==> config.mk <==
export PLATFORM = sky130hd
export DESIGN_NAME = cache_line_burst_serdes_core
export DESIGN_NICKNAME = d
export VERILOG_FILES = /design/src/clbs_pkg.sv /design/src/cache_line_burst_serdes_core.sv /design/src/clbs_line.sv /design/src/clbs_ctrl.sv
export SDC_FILE = /design/constraint.sdc
export NUM_CORES = 1
export LEC_CHECK = 0
export BUFFER_PORTS_ARGS = -buffer_cell sky130_fd_sc_hd__buf_4
export CORE_UTILIZATION = 52
export CTS_BUF_LIST = sky130_fd_sc_hd__clkbuf_8
export CTS_CLUSTER_SIZE = 14
export DETAILED_ROUTE_END_ITERATION = 8
export PLACE_DENSITY = 0.7
export SYNTH_ARGS = -nofsm -noshare
export SYNTH_HDL_FRONTEND = slang
export SYNTH_SLANG_ARGS = --single-unit
==> constraint.sdc <==
create_clock -name clk -period 5.9 [get_ports clk]
set_input_delay 1.18 -clock clk [delete_from_list [all_inputs] [get_ports clk]]
set_output_delay 1.18 -clock clk [all_outputs]
set_load 0.05 [all_outputs]
==> src/clbs_pkg.sv <==
// shared constants, types and decode functions for the cache line burst serdes
package clbs_pkg;

  // default configuration
  localparam int WORD_BITS_DEF  = 64;
  localparam int LINE_WORDS_DEF = 4;

  // fixed field widths of the stream words
  localparam int REQ_W  = 3;
  localparam int SIZE_W = 3;
  localparam int IDX_W  = 2;
  localparam int DATA_W = 64;
  localparam int STRB_W = 8;
  localparam int RESP_W = 2;
  localparam int LEN_W  = 4;
  localparam int BSZ_W  = 2;
  localparam int SLOT_OUT_W = 2;

  localparam int IN_TDATA_W  = 80;
  localparam int OUT_TDATA_W = 88;

  // input word field offsets
  localparam int IN_SIZE_LO = 0;
  localparam int IN_IDX_LO  = 3;
  localparam int IN_DATA_LO = 5;
  localparam int IN_STRB_LO = 69;
  localparam int IN_RESP_LO = 77;

  // request kinds carried in tuser
  localparam logic [REQ_W-1:0] REQ_STAGE = 3'd0;
  localparam logic [REQ_W-1:0] REQ_READ  = 3'd1;
  localparam logic [REQ_W-1:0] REQ_WRITE = 3'd2;
  localparam logic [REQ_W-1:0] REQ_RBEAT = 3'd3;
  localparam logic [REQ_W-1:0] REQ_WBEAT = 3'd4;
  localparam logic [REQ_W-1:0] REQ_RESP  = 3'd5;

  // line storage controls from the sequencer
  typedef struct packed {
    logic stage_we;
    logic load_write;
    logic load_read;
    logic gather;
    logic shift;
  } line_ctl_t;

  // result description from the sequencer
  typedef struct packed {
    logic              has_result;
    logic              accepted;
    logic [LEN_W-1:0]  burst_len;
    logic [BSZ_W-1:0]  beat_size;
    logic              beat_last;
    logic              use_head;
    logic              upstream_done;
    logic              resp_valid;
    logic [RESP_W-1:0] resp_out;
    logic              line_done;
  } res_ctl_t;

  // beats minus one for a size code
  function automatic logic [LEN_W-1:0] len_of(input logic [SIZE_W-1:0] sz);
    logic [LEN_W-1:0] len;
    case (sz)
      3'd4:    len = 4'd1;
      3'd5:    len = 4'd3;
      3'd6:    len = 4'd7;
      3'd7:    len = 4'd15;
      default: len = 4'd0;
    endcase
    return len;
  endfunction

  // size code clamped to a 64-bit beat
  function automatic logic [BSZ_W-1:0] beat_size_of(input logic [SIZE_W-1:0] sz);
    logic [BSZ_W-1:0] bs;
    if (sz >= 3'd3) begin
      bs = 2'd3;
    end else begin
      bs = sz[BSZ_W-1:0];
    end
    return bs;
  endfunction

endpackage

==> src/cache_line_burst_serdes_core.sv <==
// top level: input decode, line storage, result register and read line emitter
//
// channel  dir  handshake                     payload
// s_axis   in   s_axis_tvalid/s_axis_tready   tuser req_type; tdata request fields
// m_axis   out  m_axis_tvalid/m_axis_tready   tdata result fields; tlast beat_last
//
// one word is taken per cycle while the result register is free or being drained;
// each word is decoded and applied in the cycle it is taken
// the last read beat of a line starts a run of LINE_WORDS result words from the line
// registers once emit_busy is set; input is held off during the run, one word per cycle
// unless m_axis stalls; rst clears phase, counters, slot pointer and both line copies
// a stalled m_axis holds the result register and, through tready, the input
module cache_line_burst_serdes_core #(
  parameter int WORD_BITS  = clbs_pkg::WORD_BITS_DEF,
  parameter int LINE_WORDS = clbs_pkg::LINE_WORDS_DEF
) (
  input  logic                               clk,
  input  logic                               rst,
  input  logic                               s_axis_tvalid,
  output logic                               s_axis_tready,
  // size_code, word_index, data_word, byte_strobes, resp_code, zero pad
  input  logic [clbs_pkg::IN_TDATA_W-1:0]    s_axis_tdata,
  // req_type
  input  logic [clbs_pkg::REQ_W-1:0]         s_axis_tuser,
  output logic                               m_axis_tvalid,
  input  logic                               m_axis_tready,
  // accepted, burst_len, beat_size, out_word, out_strobes, line_slot,
  // upstream_done, resp_valid, resp_out, zero pad
  output logic [clbs_pkg::OUT_TDATA_W-1:0]   m_axis_tdata,
  output logic                               m_axis_tlast
);

  localparam int STRB_BITS = WORD_BITS / 8;
  localparam int SLOT_W    = $clog2(LINE_WORDS);

  clbs_pkg::line_ctl_t line_ctl;
  clbs_pkg::res_ctl_t  res;

  logic                   fire;
  logic                   out_load;
  logic                   emit_busy;
  logic [SLOT_W-1:0]      emit_idx;
  logic                   emit_last;
  logic [WORD_BITS-1:0]   data_in;
  logic [STRB_BITS-1:0]   strb_in;
  logic [WORD_BITS-1:0]   rd_word;
  logic [WORD_BITS-1:0]   head_word;
  logic [STRB_BITS-1:0]   head_strb;

  // result register
  logic                              o_accepted;
  logic [clbs_pkg::LEN_W-1:0]        o_burst_len;
  logic [clbs_pkg::BSZ_W-1:0]        o_beat_size;
  logic [clbs_pkg::DATA_W-1:0]       o_word;
  logic [clbs_pkg::STRB_W-1:0]       o_strobes;
  logic                              o_last;
  logic [clbs_pkg::SLOT_OUT_W-1:0]   o_slot;
  logic                              o_upstream_done;
  logic                              o_resp_valid;
  logic [clbs_pkg::RESP_W-1:0]       o_resp;

  // handshakes
  assign out_load      = !m_axis_tvalid || m_axis_tready;
  assign s_axis_tready = out_load && !emit_busy;
  assign fire          = s_axis_tvalid && s_axis_tready;
  assign emit_last     = (emit_idx == SLOT_W'(LINE_WORDS - 1));

  // bus-width slice of the incoming word
  assign data_in = s_axis_tdata[clbs_pkg::IN_DATA_LO +: WORD_BITS];
  assign strb_in = s_axis_tdata[clbs_pkg::IN_STRB_LO +: STRB_BITS];

  clbs_ctrl u_ctrl (
    .clk       (clk),
    .rst       (rst),
    .fire      (fire),
    .req_type  (s_axis_tuser),
    .size_code (s_axis_tdata[clbs_pkg::IN_SIZE_LO +: clbs_pkg::SIZE_W]),
    .resp_code (s_axis_tdata[clbs_pkg::IN_RESP_LO +: clbs_pkg::RESP_W]),
    .line_ctl  (line_ctl),
    .res       (res)
  );

  clbs_line #(
    .WORD_BITS  (WORD_BITS),
    .LINE_WORDS (LINE_WORDS)
  ) u_line (
    .clk        (clk),
    .rst        (rst),
    .ctl        (line_ctl),
    .word_index (s_axis_tdata[clbs_pkg::IN_IDX_LO +: clbs_pkg::IDX_W]),
    .data_in    (data_in),
    .strb_in    (strb_in),
    .rd_idx     (emit_idx),
    .rd_word    (rd_word),
    .head_word  (head_word),
    .head_strb  (head_strb)
  );

  // output valid and read line run control
  always_ff @(posedge clk) begin
    if (rst) begin
      m_axis_tvalid <= 1'b0;
      emit_busy     <= 1'b0;
      emit_idx      <= '0;
    end else begin
      if (out_load) begin
        if (emit_busy) begin
          m_axis_tvalid <= 1'b1;
          if (emit_last) begin
            emit_busy <= 1'b0;
          end else begin
            emit_idx <= emit_idx + 1'b1;
          end
        end else begin
          m_axis_tvalid <= fire && res.has_result;
        end
      end
      if (fire && res.line_done) begin
        emit_busy <= 1'b1;
        emit_idx  <= '0;
      end
    end
  end

  // result payload
  always_ff @(posedge clk) begin
    if (out_load) begin
      if (emit_busy) begin
        o_accepted      <= 1'b0;
        o_burst_len     <= '0;
        o_beat_size     <= '0;
        o_word          <= clbs_pkg::DATA_W'(rd_word);
        o_strobes       <= '0;
        o_last          <= emit_last;
        o_slot          <= clbs_pkg::SLOT_OUT_W'(emit_idx);
        o_upstream_done <= 1'b1;
        o_resp_valid    <= 1'b0;
        o_resp          <= '0;
      end else begin
        o_accepted      <= res.accepted;
        o_burst_len     <= res.burst_len;
        o_beat_size     <= res.beat_size;
        o_word          <= res.use_head ? clbs_pkg::DATA_W'(head_word) : '0;
        o_strobes       <= res.use_head ? clbs_pkg::STRB_W'(head_strb) : '0;
        o_last          <= res.beat_last;
        o_slot          <= '0;
        o_upstream_done <= res.upstream_done;
        o_resp_valid    <= res.resp_valid;
        o_resp          <= res.resp_out;
      end
    end
  end

  // output word packing
  assign m_axis_tdata = {3'b000, o_resp, o_resp_valid, o_upstream_done, o_slot,
                         o_strobes, o_word, o_beat_size, o_burst_len, o_accepted};
  assign m_axis_tlast = o_last;

  // a line run keeps the result register filled
  assert property (@(posedge clk) disable iff (rst)
    emit_busy && out_load |=> m_axis_tvalid)
    else $error("read line run left a gap with the output free");

  // a line run only starts from a taken read beat
  assert property (@(posedge clk) disable iff (rst)
    $rose(emit_busy) |-> $past(fire && res.line_done))
    else $error("line run started without a final read beat");

  // a forwarded response carries no request or line status
  assert property (@(posedge clk) disable iff (rst)
    m_axis_tvalid && o_resp_valid |-> !o_accepted && !o_upstream_done)
    else $error("response word mixed with other result kinds");

  // input is held off for the whole line run
  assert property (@(posedge clk) disable iff (rst)
    $past(emit_busy) && emit_busy |-> !s_axis_tready)
    else $error("input taken during a read line run");

endmodule

==> src/clbs_line.sv <==
// staged and working line storage with gather, shift and copy paths
module clbs_line #(
  parameter int WORD_BITS  = clbs_pkg::WORD_BITS_DEF,
  parameter int LINE_WORDS = clbs_pkg::LINE_WORDS_DEF
) (
  input  logic                            clk,
  input  logic                            rst,
  input  clbs_pkg::line_ctl_t             ctl,
  input  logic [clbs_pkg::IDX_W-1:0]      word_index,
  input  logic [WORD_BITS-1:0]            data_in,
  input  logic [WORD_BITS/8-1:0]          strb_in,
  input  logic [$clog2(LINE_WORDS)-1:0]   rd_idx,
  output logic [WORD_BITS-1:0]            rd_word,
  output logic [WORD_BITS-1:0]            head_word,
  output logic [WORD_BITS/8-1:0]          head_strb
);

  localparam int STRB_BITS = WORD_BITS / 8;

  logic [WORD_BITS-1:0] staged_line    [LINE_WORDS];
  logic [STRB_BITS-1:0] staged_strobes [LINE_WORDS];
  logic [WORD_BITS-1:0] work_line      [LINE_WORDS];
  logic [STRB_BITS-1:0] work_strobes   [LINE_WORDS];
  logic [LINE_WORDS-1:0] slot_onehot;

  // staging of write words
  always_ff @(posedge clk) begin
    if (rst) begin
      for (int i = 0; i < LINE_WORDS; i++) begin
        staged_line[i]    <= '0;
        staged_strobes[i] <= '0;
      end
    end else if (ctl.stage_we) begin
      for (int i = 0; i < LINE_WORDS; i++) begin
        if (int'(word_index) == i) begin
          staged_line[i]    <= data_in;
          staged_strobes[i] <= strb_in;
        end
      end
    end
  end

  // working line: copy on write request, slot pointer reset on read request, gather on read beats, shift on write beats
  always_ff @(posedge clk) begin
    if (rst) begin
      for (int i = 0; i < LINE_WORDS; i++) begin
        work_line[i]    <= '0;
        work_strobes[i] <= '0;
      end
      slot_onehot <= '0;
    end else begin
      if (ctl.load_write) begin
        for (int i = 0; i < LINE_WORDS; i++) begin
          work_line[i]    <= staged_line[i];
          work_strobes[i] <= staged_strobes[i];
        end
      end
      if (ctl.load_read) begin
        slot_onehot <= LINE_WORDS'(1);
      end
      if (ctl.gather) begin
        for (int i = 0; i < LINE_WORDS; i++) begin
          if (slot_onehot[i]) begin
            work_line[i] <= data_in;
          end
        end
        slot_onehot <= slot_onehot << 1;
      end
      if (ctl.shift) begin
        for (int i = 0; i < LINE_WORDS - 1; i++) begin
          work_line[i]    <= work_line[i+1];
          work_strobes[i] <= work_strobes[i+1];
        end
        work_line[LINE_WORDS-1]    <= '0;
        work_strobes[LINE_WORDS-1] <= '0;
      end
    end
  end

  // read ports
  assign rd_word   = work_line[rd_idx];
  assign head_word = work_line[0];
  assign head_strb = work_strobes[0];

endmodule

==> src/clbs_ctrl.sv <==
// burst sequencer: phase, beat countdown and pending write response
module clbs_ctrl (
  input  logic                          clk,
  input  logic                          rst,
  input  logic                          fire,
  input  logic [clbs_pkg::REQ_W-1:0]    req_type,
  input  logic [clbs_pkg::SIZE_W-1:0]   size_code,
  input  logic [clbs_pkg::RESP_W-1:0]   resp_code,
  output clbs_pkg::line_ctl_t           line_ctl,
  output clbs_pkg::res_ctl_t            res
);

  typedef enum logic [1:0] {
    PH_IDLE,
    PH_READ,
    PH_WRITE
  } phase_t;

  phase_t                     phase, phase_next;
  logic [clbs_pkg::LEN_W-1:0] beats_left, beats_left_next;
  logic                       resp_pending, resp_pending_next;
  logic [clbs_pkg::LEN_W-1:0] len;

  assign len = clbs_pkg::len_of(size_code);

  // per-word decode
  always_comb begin
    phase_next        = phase;
    beats_left_next   = beats_left;
    resp_pending_next = resp_pending;
    line_ctl          = '0;
    res               = '0;
    if (fire) begin
      case (req_type)
        clbs_pkg::REQ_STAGE: begin
          line_ctl.stage_we = 1'b1;
        end
        clbs_pkg::REQ_READ, clbs_pkg::REQ_WRITE: begin
          res.has_result = 1'b1;
          res.burst_len  = len;
          res.beat_size  = clbs_pkg::beat_size_of(size_code);
          if (phase == PH_IDLE) begin
            res.accepted    = 1'b1;
            beats_left_next = len;
            if (req_type == clbs_pkg::REQ_READ) begin
              phase_next         = PH_READ;
              line_ctl.load_read = 1'b1;
            end else begin
              phase_next          = PH_WRITE;
              line_ctl.load_write = 1'b1;
            end
          end
        end
        clbs_pkg::REQ_RBEAT: begin
          if (phase == PH_READ) begin
            line_ctl.gather = 1'b1;
            if (beats_left != '0) begin
              beats_left_next = beats_left - 1'b1;
            end else begin
              phase_next    = PH_IDLE;
              res.line_done = 1'b1;
            end
          end
        end
        clbs_pkg::REQ_WBEAT: begin
          if (phase == PH_WRITE) begin
            res.has_result = 1'b1;
            res.use_head   = 1'b1;
            line_ctl.shift = 1'b1;
            if (beats_left == '0) begin
              res.beat_last     = 1'b1;
              res.upstream_done = 1'b1;
              resp_pending_next = 1'b1;
              phase_next        = PH_IDLE;
            end else begin
              beats_left_next = beats_left - 1'b1;
            end
          end
        end
        clbs_pkg::REQ_RESP: begin
          res.has_result = 1'b1;
          if (resp_pending) begin
            res.resp_valid = 1'b1;
            res.resp_out   = resp_code;
          end
          resp_pending_next = 1'b0;
        end
        default: begin
        end
      endcase
    end
  end

  // sequencer state
  always_ff @(posedge clk) begin
    if (rst) begin
      phase        <= PH_IDLE;
      beats_left   <= '0;
      resp_pending <= 1'b0;
    end else begin
      phase        <= phase_next;
      beats_left   <= beats_left_next;
      resp_pending <= resp_pending_next;
    end
  end

endmodule

==> run_results.csv <==
group,metric,value,unit
pwr,p_seq_frac,0.578,
critical_path,max_stage_delay,0.72,ns
clock_network,cts.sinks,679,
critical_path,critical-path-top-delay-family,"compound AO/OA/AOI/OAI gates",
sta,slew_violations,0,
logic_synthesis,ys.warnings.count,0,
route,viasPerCell,5.977,
sta,finalSetupViolCount,0,
pwr,p_sw,2.211,mW
route,routedWlPerCell,24.60,microns
route,vias,18050,
placement,portBuffers,173,
pwr,p_sw_frac,0.2316,
logic_synthesis,syn_avg_cell_area,14.75,sq um
logic_synthesis,synth.top_cell.area_share,0.6606,
logic_synthesis,ys_top_cells_by_area,"edfxtp_1, and2_1, a22o_1",
pwr,p_int,7.335,mW
logic_synthesis,ys.flop_type,"edfxtp_1",
sta,hold_violations,0,
sta,rsz0062_at_grt,"false",
logic_synthesis,synth_edf_count,654,
pwr,power_density,284.2,nW/um^2
sta,tns,0,ns
critical_path,crit_arrival,3.91,ns
sta,fmax,285.8,MHz
critical_path,path_max_fanout,33,
floorplanning,die_h,241.1,microns
pwr,peakVddDrop,0.0001653,V
sta,post-route-min-period,3.499,ns
pwr,clkPwrFrac,0.373,
logic_synthesis,synth_area_leader_cell,"edfxtp_1",
sta,fin_ws,2.401,ns
clock_network,postCtsResizedCells,0,
global_route,grt_use_total,0.2566,
global_route,grt_pass1_vias,18160,
global_route,grt_max_degree,73,
sta,tightest_slew,1.060,ns
critical_path,worst-setup-path-type,"in -> reg",
route,firstDrtPassIters,5,
clock_network,clock_latency,0.70,ns
floorplanning,start_util,0.5273,
placement,dpl.cell_count,2831,
critical_path,crit_path_frequent_cell,"buf_4",
cells_and_area,area_growth,12.97,%
clock_network,cts-buffers-inserted,106,
route,drc,0,
logic_synthesis,synthCells,2016,
clock_network,holdBufCountCts,0,
floorplanning,io_pins,178,
placement,post-dp-hpwl,39830,microns
sta,relSlewSlack,0.2931,
sta,min_period_over_period,0.5931,
hold_path,min_path_cells,2,
pwr,total_power,9.547,mW
critical_path,reg2reg_depth,6,
sta,finClkSkew,0.02646,ns
cells_and_area,drive_above_1_share,0.1934,
cells_and_area,fin_cells,3020,
critical_path,worstPathRequired,6.31,ns
floorplanning,die_area,58140,sq um
clock_network,htreeDepth,3,
critical_path,cp.buffers_inverters,3,
logic_synthesis,ys_seq_area_frac,0.6774,
logic_synthesis,ys_types,62,
global_route,grt.overflow.total,0,
logic_synthesis,postSynth.asyncResetShare,0,
clock_network,cts-root-buf,"clkbuf_8",
global_route,antenna_found_initial,4,
placement,gp_congestion,0.8072,
cells_and_area,nets,2272,
route,drtIter0Drc,1669,
logic_synthesis,ys_seq_elements,679,
critical_path,crit_slowest_cell,"a21oi_1",
cells_and_area,fin_util,0.5957,
clock_network,cts_buffer_depth,3,
clock_network,postCtsSetupBuffers,0,
critical_path,end_kind,"flop",
critical_path,crit_cells,7,
global_route,grt_pass1_wl,109600,microns
cells_and_area,fill_cells,4396,
outcome,status,"complete, no violations",
clock_network,cts_tree,"built",
critical_path,crit_chain,"buf_4 -> nor2b_2 -> nor2_1 -> a21oi_1 -> inv_1 -> a31o_4 -> buf_4",
route,routed_wl,74310,microns
flow_run,drv_cap,0,
floorplanning,die_w,241.1,microns
pwr,comb_power_share,0.050,
route,ant_nets,0,
clock_network,path_clk_slew,0.05,ns
logic_synthesis,netlist_area,29730,sq um
critical_path,start_kind,"input pin",
floorplanning,core,56390,sq um
placement,place_ws,1.689,ns
floorplanning,rows,87,
pwr,leakage,13.77,nW
hold_path,hold_path_class,"reg -> reg",
worst min-delay path, cell delays in order (launching register included):
cell,delay [ns]
dfxtp_1,0.32
nand2_1,0.06
a21oi_1,0.05
cell usage in the layout, fill, tap and decap left out, drive strengths merged, types with 5 or more instances in the layout:
cell type	instances
dfxtp	25
clkinv	26
mux4	64
a22oi	72
a22o	217
mux2i	66
clkbuf	114
nand2	213
buf	211
nor2	24
and2	304
and3	6
nor3	11
edfxtp	654
o21ai	68
nor3b	5
diode	5
a21oi	13
inv	49
a21o	65
layout make-up:
| class | instances | area, sq um | area share |
|---|---|---|---|
| Timing Repair Buffer | 211 | 1647 | 0.04902 |
| Antenna cell | 5 | 12.51 | 0.0003725 |
| Clock buffer | 114 | 1569 | 0.04671 |
| Inverter | 7 | 28.78 | 0.0008568 |
| Clock inverter | 70 | 280.3 | 0.008344 |
| Tap cell | 756 | 945.9 | 0.02816 |
| Multi-Input combinational cell | 1178 | 8955 | 0.2666 |
| Sequential cell | 679 | 20150 | 0.5999 |
power by group through the flow:
stage	clock (mW)	combinational (mW)	sequential, mW
final	3.56	0.473	5.52
after global routing	3.80	0.500	5.53
after CTS	3.62	0.475	5.52
after detailed placement	0	0.474	5.62
after global placement	0	0.463	5.60
after floorplan	0	0.181	5.67
synthesized netlist by cell type (3+ instances only):
cell type	number
a21o_1	65
a21oi_1	11
a22o_1	217
a22oi_1	72
and2_1	304
and3_1	6
buf_1	3
buf_2	56
buf_4	12
buf_6	7
clkbuf_1	71
clkbuf_2	5
dfxtp_1	25
edfxtp_1	654
inv_1	6
mux2i_1	66
mux4_2	64
nand2_1	213
nand2b_1	4
nand3_1	3
nor2_1	19
nor2_2	4
nor2b_1	3
nor3_1	9
nor3b_2	3
o211ai_1	3
o21a_1	3
o21ai_0	46
o21ai_1	22
flip-flops by register name, summed over array words and instances, names as in the netlist, 2 cells and up, named ones only:
| name | count |
|---|---|
| o_strobes | 8 |
| u_line.staged_strobes | 32 |
| o_word | 64 |
| u_line.slot_onehot | 4 |
| u_line.staged_line | 256 |
| o_burst_len | 4 |
| o_beat_size | 2 |
| o_resp | 2 |
| emit_idx | 2 |
| u_line.work_strobes | 32 |
| u_line.work_line | 256 |
| u_ctrl.phase | 2 |
| u_ctrl.beats_left | 4 |
| o_slot | 2 |
worst paths after layout:
kind | from | end | slack, ns
worst max-delay path | m_axis_tready | u_line.work_line[3][37] | 2.40
worst min-delay path | u_line.slot_onehot[2] | u_line.slot_onehot[2] | 0.48
worst max register to register | emit_busy | u_line.work_line[3][37] | 2.46
worst min register to register | u_line.slot_onehot[2] | u_line.slot_onehot[2] | 0.48
through the flow:
step / hold slack [ns] / cell area, sq um
after CTS: 0.4771 / 33580
after global placement: 0.4614 / 31730
after floorplan: 0.4453 / 29740
final: 0.4798 / 33590
after global routing: 0.5039 / 33580
after detailed placement: 0.4684 / 31730
logic make-up after synthesis:
family	after synthesis	share of synthesized area
mux	130	0.07070
compound gates	455	0.1188
fa+ha+maj	3	0.001178
other cells	1	0.0001261
xor+xnor	2	0.0005893
buf+inv	161	0.02618
simple gates	585	0.1050
flops	679	0.6774
per-layer routing:
layer,vias to the layer above,track usage,share of wire
met5,-,0,0.00017
met4,2,0.09666,0.025
met3,121,0.04346,0.073
met2,699,0.4577,0.53
met1,9176,0.3112,0.38
li1,8052,-,-
(Power assumes the default switching activity.)
